File: src/hw/rtl/mbmn_pkg.sv
package mbmn_pkg;

    // Operation carried by each input item.
    typedef enum logic
    {
        OP_LOAD  = 1'b0,
        OP_FETCH = 1'b1
    } op_t;

    localparam int MEL_W = 8;
    typedef logic signed [MEL_W-1:0] mel_t;

    // Largest magnitude of one mel value.
    localparam int MEL_MAG = 128;

    // The mean lies in -128..127.
    localparam int MEAN_W = MEL_W + 1;

    // Width in which the working value (value - mean) * 2 - offset is computed.
    localparam int NORM_W = MEL_W + 2;

    // Scale and offset of the normalized output.
    localparam int NORM_SHIFT  = 1;
    localparam int NORM_OFFSET = 99;

    // A bin sum holds n_vectors values of magnitude up to MEL_MAG without wrapping.
    function automatic int sum_width(input int n_vectors);
        return $clog2(n_vectors * MEL_MAG) + 1;
    endfunction

endpackage

File: src/hw/rtl/mbmn_in_if.sv
interface mbmn_in_if;
    logic               valid;
    logic               ready;
    mbmn_pkg::op_t      op;
    mbmn_pkg::mel_t     mel_value;

    modport source
    (
        output valid,
        output op,
        output mel_value,
        input  ready
    );

    modport sink
    (
        input  valid,
        input  op,
        input  mel_value,
        output ready
    );
endinterface

File: src/hw/rtl/mbmn_out_if.sv
interface mbmn_out_if;
    logic               valid;
    logic               ready;
    mbmn_pkg::mel_t     normalized;
    logic               frame_end;

    modport source
    (
        output valid,
        output normalized,
        output frame_end,
        input  ready
    );

    modport sink
    (
        input  valid,
        input  normalized,
        input  frame_end,
        output ready
    );
endinterface

File: src/hw/rtl/mbmn_mean_div.sv
module mbmn_mean_div #(
    parameter int N_VECTORS = 10
) (
    input  logic                                                clk,
    input  logic                                                en,
    input  logic signed [mbmn_pkg::sum_width(N_VECTORS)-1:0]    sum,
    output logic signed [mbmn_pkg::MEAN_W-1:0]                  mean
);

    localparam int SUM_W   = mbmn_pkg::sum_width(N_VECTORS);
    localparam int SHIFT   = SUM_W + $clog2(N_VECTORS);
    localparam int RECIP_W = SHIFT + 1;
    localparam int PROD_W  = SUM_W + RECIP_W;
    localparam int Q_W     = mbmn_pkg::MEAN_W - 1;
    // Rounded-up reciprocal; with this shift the quotient is exact for every
    // magnitude a bin sum can reach.
    localparam longint RECIP = ((64'd1 <<< SHIFT) + N_VECTORS - 1) / N_VECTORS;

    logic [SUM_W-1:0]                   mag_next;
    logic [SUM_W-1:0]                   mag_reg;
    logic                               neg_reg;
    logic [PROD_W-1:0]                  prod;
    logic signed [mbmn_pkg::MEAN_W-1:0] quot;
    logic signed [mbmn_pkg::MEAN_W-1:0] mean_next;
    logic signed [mbmn_pkg::MEAN_W-1:0] mean_reg;

    assign mag_next = sum[SUM_W-1] ? SUM_W'(-sum) : SUM_W'(sum);

    always_ff @(posedge clk)
    begin
        if (en)
        begin
            mag_reg <= mag_next;
            neg_reg <= sum[SUM_W-1];
        end
    end

    // Truncation toward zero: divide the magnitude, then restore the sign.
    assign prod      = PROD_W'(mag_reg) * PROD_W'(RECIP_W'(RECIP));
    assign quot      = {1'b0, prod[SHIFT +: Q_W]};
    assign mean_next = neg_reg ? -quot : quot;

    always_ff @(posedge clk)
    begin
        if (en)
        begin
            mean_reg <= mean_next;
        end
    end

    assign mean = mean_reg;

endmodule

File: src/hw/rtl/melspec_band_mean_normalizer_unit.sv
// Loads one frame of N_VECTORS x N_BINS signed mel values (op = load) and
// then returns one normalized value per fetch (op = fetch), in load order:
// ((value - bin mean) * 2 - 99) wrapped to 8 bits, the mean truncated toward
// zero. frame_end marks the last value of the frame, after which the block
// loads a new frame with its bin sums cleared. Fetches during loading and loads
// during draining are taken and dropped without a result. One item is accepted
// every cycle while the result side takes its items; a fetch's result is
// presented after the registered bin-sum read, the two-stage constant divider
// and the result register. No clearing pass is needed after reset.
module melspec_band_mean_normalizer_unit #(
    parameter int N_VECTORS = 10,
    parameter int N_BINS    = 20
) (
    input  logic            clk,
    input  logic            rst_n,
    mbmn_in_if.sink         in,
    mbmn_out_if.source      out
);

    localparam int FRAME_LEN = N_VECTORS * N_BINS;
    localparam int IDX_W     = $clog2(FRAME_LEN);
    localparam int BIN_W     = (N_BINS > 1) ? $clog2(N_BINS) : 1;
    localparam int SUM_W     = mbmn_pkg::sum_width(N_VECTORS);
    localparam int NORM_W    = mbmn_pkg::NORM_W;

    // Front-end control.
    logic               advance;
    logic               accept;
    logic               take_load;
    logic               take_fetch;
    logic               at_last;
    logic [IDX_W-1:0]   idx_reg;
    logic [IDX_W-1:0]   idx_next;
    logic [BIN_W-1:0]   bin_reg;
    logic [BIN_W-1:0]   bin_next;
    logic               draining_reg;
    logic               draining_next;
    logic               clear_sums;

    // Stores.
    mbmn_pkg::mel_t             fs_mem [FRAME_LEN];
    logic signed [SUM_W-1:0]    sum_mem [N_BINS];
    logic [N_BINS-1:0]          sum_vld_reg;

    // Stage 1: store read data and the item.
    logic                       s1_vld_reg;
    logic                       s1_load_reg;
    logic                       s1_last_reg;
    logic [BIN_W-1:0]           s1_bin_reg;
    mbmn_pkg::mel_t             s1_val_reg;
    mbmn_pkg::mel_t             fs_rd_reg;
    logic signed [SUM_W-1:0]    sum_rd_reg;
    logic                       sv_bit_reg;
    logic                       hit_reg;
    logic signed [SUM_W-1:0]    byp_reg;
    logic signed [SUM_W-1:0]    sum_cur;
    logic signed [SUM_W-1:0]    sum_new;
    logic                       s1_write;

    // Stages 2 and 3 run alongside the divider.
    logic                       s2_vld_reg;
    logic                       s2_last_reg;
    mbmn_pkg::mel_t             s2_val_reg;
    logic                       s3_vld_reg;
    logic                       s3_last_reg;
    mbmn_pkg::mel_t             s3_val_reg;
    logic signed [mbmn_pkg::MEAN_W-1:0] mean;

    // Result register.
    logic                       out_vld_reg;
    logic                       out_vld_next;
    mbmn_pkg::mel_t             normalized_reg;
    mbmn_pkg::mel_t             normalized_next;
    logic                       frame_end_reg;
    logic signed [NORM_W-1:0]   diff;
    logic signed [NORM_W-1:0]   norm_full;

    assign advance    = !out_vld_reg || out.ready;
    assign in.ready   = advance;
    assign accept     = in.valid && advance;
    assign take_load  = accept && (in.op == mbmn_pkg::OP_LOAD) && !draining_reg;
    assign take_fetch = accept && (in.op == mbmn_pkg::OP_FETCH) && draining_reg;
    assign at_last    = (idx_reg == IDX_W'(FRAME_LEN - 1));

    always_comb
    begin
        idx_next      = idx_reg;
        bin_next      = bin_reg;
        draining_next = draining_reg;
        clear_sums    = 1'b0;
        if (take_load || take_fetch)
        begin
            idx_next = at_last ? '0 : idx_reg + 1'b1;
            bin_next = (bin_reg == BIN_W'(N_BINS - 1)) ? '0 : bin_reg + 1'b1;
            if (at_last)
            begin
                draining_next = take_load;
                clear_sums    = take_fetch;
            end
        end
    end

    always_ff @(posedge clk or negedge rst_n)
    begin
        if (!rst_n)
        begin
            idx_reg      <= '0;
            bin_reg      <= '0;
            draining_reg <= 1'b0;
        end
        else
        begin
            idx_reg      <= idx_next;
            bin_reg      <= bin_next;
            draining_reg <= draining_next;
        end
    end

    // Frame store: written by loads, read by fetches at the same index counter.
    always_ff @(posedge clk)
    begin
        if (take_load)
        begin
            fs_mem[idx_reg] <= in.mel_value;
        end
        if (advance)
        begin
            fs_rd_reg <= fs_mem[idx_reg];
        end
    end

    // A sum whose valid bit is clear reads as zero. A write landing on the same
    // edge as the read is caught by the bypass.
    assign sum_cur  = hit_reg ? byp_reg : (sv_bit_reg ? sum_rd_reg : '0);
    assign sum_new  = sum_cur + SUM_W'(s1_val_reg);
    assign s1_write = advance && s1_vld_reg && s1_load_reg;

    always_ff @(posedge clk)
    begin
        if (s1_write)
        begin
            sum_mem[s1_bin_reg] <= sum_new;
        end
        if (advance)
        begin
            sum_rd_reg <= sum_mem[bin_reg];
            sv_bit_reg <= sum_vld_reg[bin_reg];
            hit_reg    <= s1_vld_reg && s1_load_reg && (s1_bin_reg == bin_reg);
            byp_reg    <= sum_new;
        end
    end

    always_ff @(posedge clk or negedge rst_n)
    begin
        if (!rst_n)
        begin
            sum_vld_reg <= '0;
        end
        else if (clear_sums)
        begin
            sum_vld_reg <= '0;
        end
        else if (s1_write)
        begin
            sum_vld_reg[s1_bin_reg] <= 1'b1;
        end
    end

    // Pipeline valid bits.
    always_ff @(posedge clk or negedge rst_n)
    begin
        if (!rst_n)
        begin
            s1_vld_reg  <= 1'b0;
            s2_vld_reg  <= 1'b0;
            s3_vld_reg  <= 1'b0;
            out_vld_reg <= 1'b0;
        end
        else if (advance)
        begin
            s1_vld_reg  <= take_load || take_fetch;
            s2_vld_reg  <= s1_vld_reg && !s1_load_reg;
            s3_vld_reg  <= s2_vld_reg;
            out_vld_reg <= out_vld_next;
        end
    end

    assign out_vld_next = s3_vld_reg;

    // Pipeline payload.
    always_ff @(posedge clk)
    begin
        if (advance)
        begin
            s1_load_reg    <= take_load;
            s1_last_reg    <= at_last;
            s1_bin_reg     <= bin_reg;
            s1_val_reg     <= in.mel_value;
            s2_last_reg    <= s1_last_reg;
            s2_val_reg     <= fs_rd_reg;
            s3_last_reg    <= s2_last_reg;
            s3_val_reg     <= s2_val_reg;
            normalized_reg <= normalized_next;
            frame_end_reg  <= s3_last_reg;
        end
    end

    mbmn_mean_div #(
        .N_VECTORS (N_VECTORS)
    ) u_mean_div (
        .clk  (clk),
        .en   (advance),
        .sum  (sum_cur),
        .mean (mean)
    );

    // Only the low bits are kept, so the working width just has to cover them.
    assign diff            = NORM_W'(s3_val_reg) - NORM_W'(mean);
    assign norm_full       = (diff <<< mbmn_pkg::NORM_SHIFT)
                             - NORM_W'(mbmn_pkg::NORM_OFFSET);
    assign normalized_next = norm_full[mbmn_pkg::MEL_W-1:0];

    assign out.valid      = out_vld_reg;
    assign out.normalized = normalized_reg;
    assign out.frame_end  = frame_end_reg;

endmodule
File: src/flat_wrapper.sv
// flat-port wrapper written by rule: the top's interface ports become plain ports
module melspec_band_mean_normalizer_unit_flat 
#(
    parameter int N_VECTORS = 10,
    parameter int N_BINS    = 20
)
  (clk, rst_n, in_valid, in_op, in_mel_value, in_ready, out_valid, out_normalized, out_frame_end, out_ready);
  mbmn_in_if in_i ();
  mbmn_out_if out_i ();
  input  logic clk;
  input  logic rst_n;
  input wire logic [$bits(in_i.valid)-1:0] in_valid;
  input wire logic [$bits(in_i.op)-1:0] in_op;
  input wire logic [$bits(in_i.mel_value)-1:0] in_mel_value;
  output wire logic [$bits(in_i.ready)-1:0] in_ready;
  output wire logic [$bits(out_i.valid)-1:0] out_valid;
  output wire logic [$bits(out_i.normalized)-1:0] out_normalized;
  output wire logic [$bits(out_i.frame_end)-1:0] out_frame_end;
  input wire logic [$bits(out_i.ready)-1:0] out_ready;
  assign in_i.valid = in_valid;
  assign in_i.op = in_op;
  assign in_i.mel_value = in_mel_value;
  assign in_ready = in_i.ready;
  assign out_valid = out_i.valid;
  assign out_normalized = out_i.normalized;
  assign out_frame_end = out_i.frame_end;
  assign out_i.ready = out_ready;
  melspec_band_mean_normalizer_unit #(.N_VECTORS(N_VECTORS), .N_BINS(N_BINS)) u_core (.clk(clk), .rst_n(rst_n), .in(in_i), .out(out_i));
endmodule
File: config.mk
export PLATFORM = sky130hd
export DESIGN_NAME = melspec_band_mean_normalizer_unit_flat
export DESIGN_NICKNAME = d
export VERILOG_FILES = /design/src/hw/rtl/mbmn_pkg.sv /design/src/hw/rtl/mbmn_in_if.sv /design/src/hw/rtl/mbmn_out_if.sv /design/src/hw/rtl/mbmn_mean_div.sv /design/src/hw/rtl/melspec_band_mean_normalizer_unit.sv /design/src/flat_wrapper.sv
export SDC_FILE = /design/constraint.sdc
export NUM_CORES = 2
export LEC_CHECK = 0
export BUFFER_PORTS_ARGS = -buffer_cell sky130_fd_sc_hd__buf_2
export CAP_MARGIN = 20
export CORE_UTILIZATION = 57
export DETAILED_ROUTE_END_ITERATION = 8
export GPL_TIMING_DRIVEN = 1
export HOLD_SLACK_MARGIN = 0.06
export PLACE_DENSITY = 0.84
export SYNTH_ARGS = -nofsm -noshare
export SYNTH_HDL_FRONTEND = slang
export SYNTH_SLANG_ARGS = --single-unit
File: constraint.sdc
create_clock -name clk -period 5.5 [get_ports clk]
set_clock_uncertainty 0.2 [all_clocks]
set_input_delay 0.275 -clock clk [delete_from_list [all_inputs] [get_ports clk]]
set_output_delay 0.275 -clock clk [all_outputs]
set_load 0.02 [all_outputs]
==> results.toml <==
[run_status]
status = "finished, final reports clean"

[finish]
largest_reg_flops = 1400
stdcell_count = 5337
num-fill-cells = 7318
area.growth.synth_to_final_pct = 11.2
drive_gt1_share_pct = 25.9
fin_nets = 3722
final_util_pct = 64.2

[sta]
worst_slew_pin_slew_ns = 1.19
fmax_mhz = 184
setup_tns_ns = 0
finalCritPeriodShare_pct = 98.8
grt_setup_unrepaired = "true"
max_slew_margin_pct = 20.8
layout_min_cycle_time_ns = 5.43
setup_viol = 0
hold_viol_final = 0
slew_violations = 0

[yosys]
ys_types = 62
yosysTopAreaCell = "edfxtp_1"
syn-num-nets = 3570
synth.top_cells.by_area = "edfxtp_1, mux4_2, ha_1"
ys_seq_elements = 1770
synth_edf_count = 1732
avgSynthCellArea_um2 = 21.0
netlist_top_cells_count = "edfxtp_1, mux4_2, nor2_1"
ys.flop_type = "edfxtp_1"
syn-cell-area_um2 = 71800
yosysWarnings = 0
synth_top_area_share_pct = 72.4
synth.most_common_cell = "edfxtp_1"
synthCells = 3416
ys_seq_area_share_pct = 73.7
postSynth.asyncResetShare_pct = 2.15

[drt]
num_vias = 37796
postRouteAntennaNets = 0
viasPerCell = 7.08
wire_per_inst_um = 35.5
drt-initial-drc-count = 5860
drc = 0
wl_um = 189000
drt_first_pass_iters = 6

[power_and_ir_drop]
internal-power_mw = 31.0
power_switching_mw = 16.1
fin_total_pwr_mw = 47.1
cellPowerDensity_nw_per_um2 = 590
pwr-share-comb_pct = 40.3
p_leak_nw = 25.7
netSwitchingFraction_pct = 34.1
max-vdd-ir-drop_mv = 1.13
seqPwrFrac_pct = 35.8
p_clk_share_pct = 23.8

[die]
die_x_um = 357
coreArea_um2 = 124000
ioPinCount = 24
rows = 129
die-area_um2 = 127000
die_h_um = 357
start_util_pct = 57.8

[flow_run]
max_cap_viol_count = 0

[cts]
cts_tree = "built"
cts.sinks = 1770
root_buffer = "clkbuf_16"
clk-insertion-delay-late_ns = 0.81
clk_pin_slew_ns = 0.06
cts.htree.levels = 4
cts.path.max_buffers = 3
cts_inserted_buffers = 162

[setup_path]
path_class = "flip-flop to flip-flop"
cp-end-kind = "flip-flop"
arrival_ns = 5.79
start_kind = "flip-flop"
critPathMaxFanout = 4
crit_required_ns = 5.86

[global_routing]
grt_overflow = 0
grt_max_degree = 134
track_usage_pct = 29.6
antenna_found_initial = 16
grt_pass1_wl_um = 267000
grt_pass1_vias = 37944

[placed_design]
gp_congestion = 0.862
post-dp-hpwl_um = 99100
portBuffers = 22
placedCellCount = 5003

[worst_hold_path]
hold_class = "flip-flop to flip-flop"
## cell type report
type | instances | area (µm²) | area share, %
antenna | 5 | 12.5 | 0.0157
clock buffer | 217 | 4460 | 5.58
inverter | 141 | 532 | 0.666
clock inverter | 74 | 654 | 0.820
sequential | 1770 | 53000 | 66.4
timing repair buffer | 162 | 1450 | 1.81
multi-input combinational | 1331 | 17700 | 22.2
tap | 1637 | 2050 | 2.57
## power by group through the flow
stage	Sequential (mW)	Combinational (mW)	Clock, mW
2_1_floorplan	16.7	11.8	0
3_3_place_gp	17.2	15.6	0
3_5_place_dp	17.2	16.2	0
4_1_cts	17.0	17.3	11.2
5_1_grt	16.9	20.2	11.6
6_report	16.9	19.0	11.2
## kinds of logic after synthesis
group,Yosys count,share of synthesized area (%)
compound gates,156,1.47
xor+xnor,53,0.646
fa+ha+maj,141,2.86
buf+inv,315,1.92
flops,1770,73.7
mux,551,16.7
other cells,1,0.00522
simple gates,429,2.67
## worst max-delay path, cell delays in order, from the launching register on
cell and delay (ns):
edfxtp_1 0.47, ha_1 0.34, xor2_1 0.18, ha_1 0.32
fa_1 0.46, fa_1 0.52, inv_1 0.06, fa_1 0.49
inv_1 0.06, ha_1 0.33, nand3_1 0.12, o211ai_1 0.13
or3_4 0.35, o21a_1 0.22, and3_4 0.21, or4_4 0.42
a32oi_2 0.25, xnor2_1 0.10
## metrics by stage
stage / worst slack, ns / instance area (µm²) / hold slack [ns]
5_1_grt: -0.129 / 79800 / 0.231
6_report: 0.0665 / 79800 / 0.218
3_3_place_gp: -0.0560 / 74100 / 0.202
3_5_place_dp: -0.204 / 74100 / 0.205
4_1_cts: -0.0189 / 79600 / 0.173
2_1_floorplan: 0.0774 / 71800 / -0.221
## worst paths after layout
kind	to	start	cells after the start	slack, ns
worst max register to register	u_core.u_mean_div.mean[6]	u_core.u_mean_div.mag_reg[2]	17	0.07
max in group asynchronous	u_core.sum_vld_reg[11]	rst_n	4	4.44
worst min register to register	u_core.s2_val_reg[0]	u_core.fs_rd_reg[0]	0	0.22
worst min-delay path	u_core.s2_val_reg[0]	u_core.fs_rd_reg[0]	0	0.22
min in group asynchronous	u_core.idx_reg[4]	rst_n	4	0.41
worst max-delay path	u_core.u_mean_div.mean[6]	u_core.u_mean_div.mag_reg[2]	17	0.07
## what timing repair did
action | 4_1_cts | 5_1_grt
pin swaps | 18 | 20
endpoints found under the setup margin | 2 | 5
resized for setup | 15 | 22
cloned | 0 | 0
setup buffers | 12 | 4
hold buffers | 15 | 1
endpoints found under the hold margin | 885 | 2
## placed cells by master, fill, tap and decap left out, drive strengths merged, types with 39 or more instances in the layout
| cell type | synthesis | routed |
|---|---|---|
| nor2 | 251 | 251 |
| xnor2 | 40 | 40 |
| inv | 138 | 144 |
| nand2 | 44 | 44 |
| mux4 | 515 | 515 |
| clkinv | 3 | 59 |
| ha | 102 | 102 |
| fa | 39 | 39 |
| clkbuf | 87 | 218 |
| edfxtp | 1732 | 1732 |
| buf | 87 | 146 |
## per-layer routing
metal  vias up  GRT usage (%)  routed length, µm  part of all wire [%]
li1      14218              -                  -                     -
met1     19421           37.2              62400                    33
met2      3359           47.2              92400                    49
met3       776           8.08              22300                    12
met4        22           16.2              12200                   6.4
met5         -              0                149                 0.079
(Power assumes the default switching activity.)
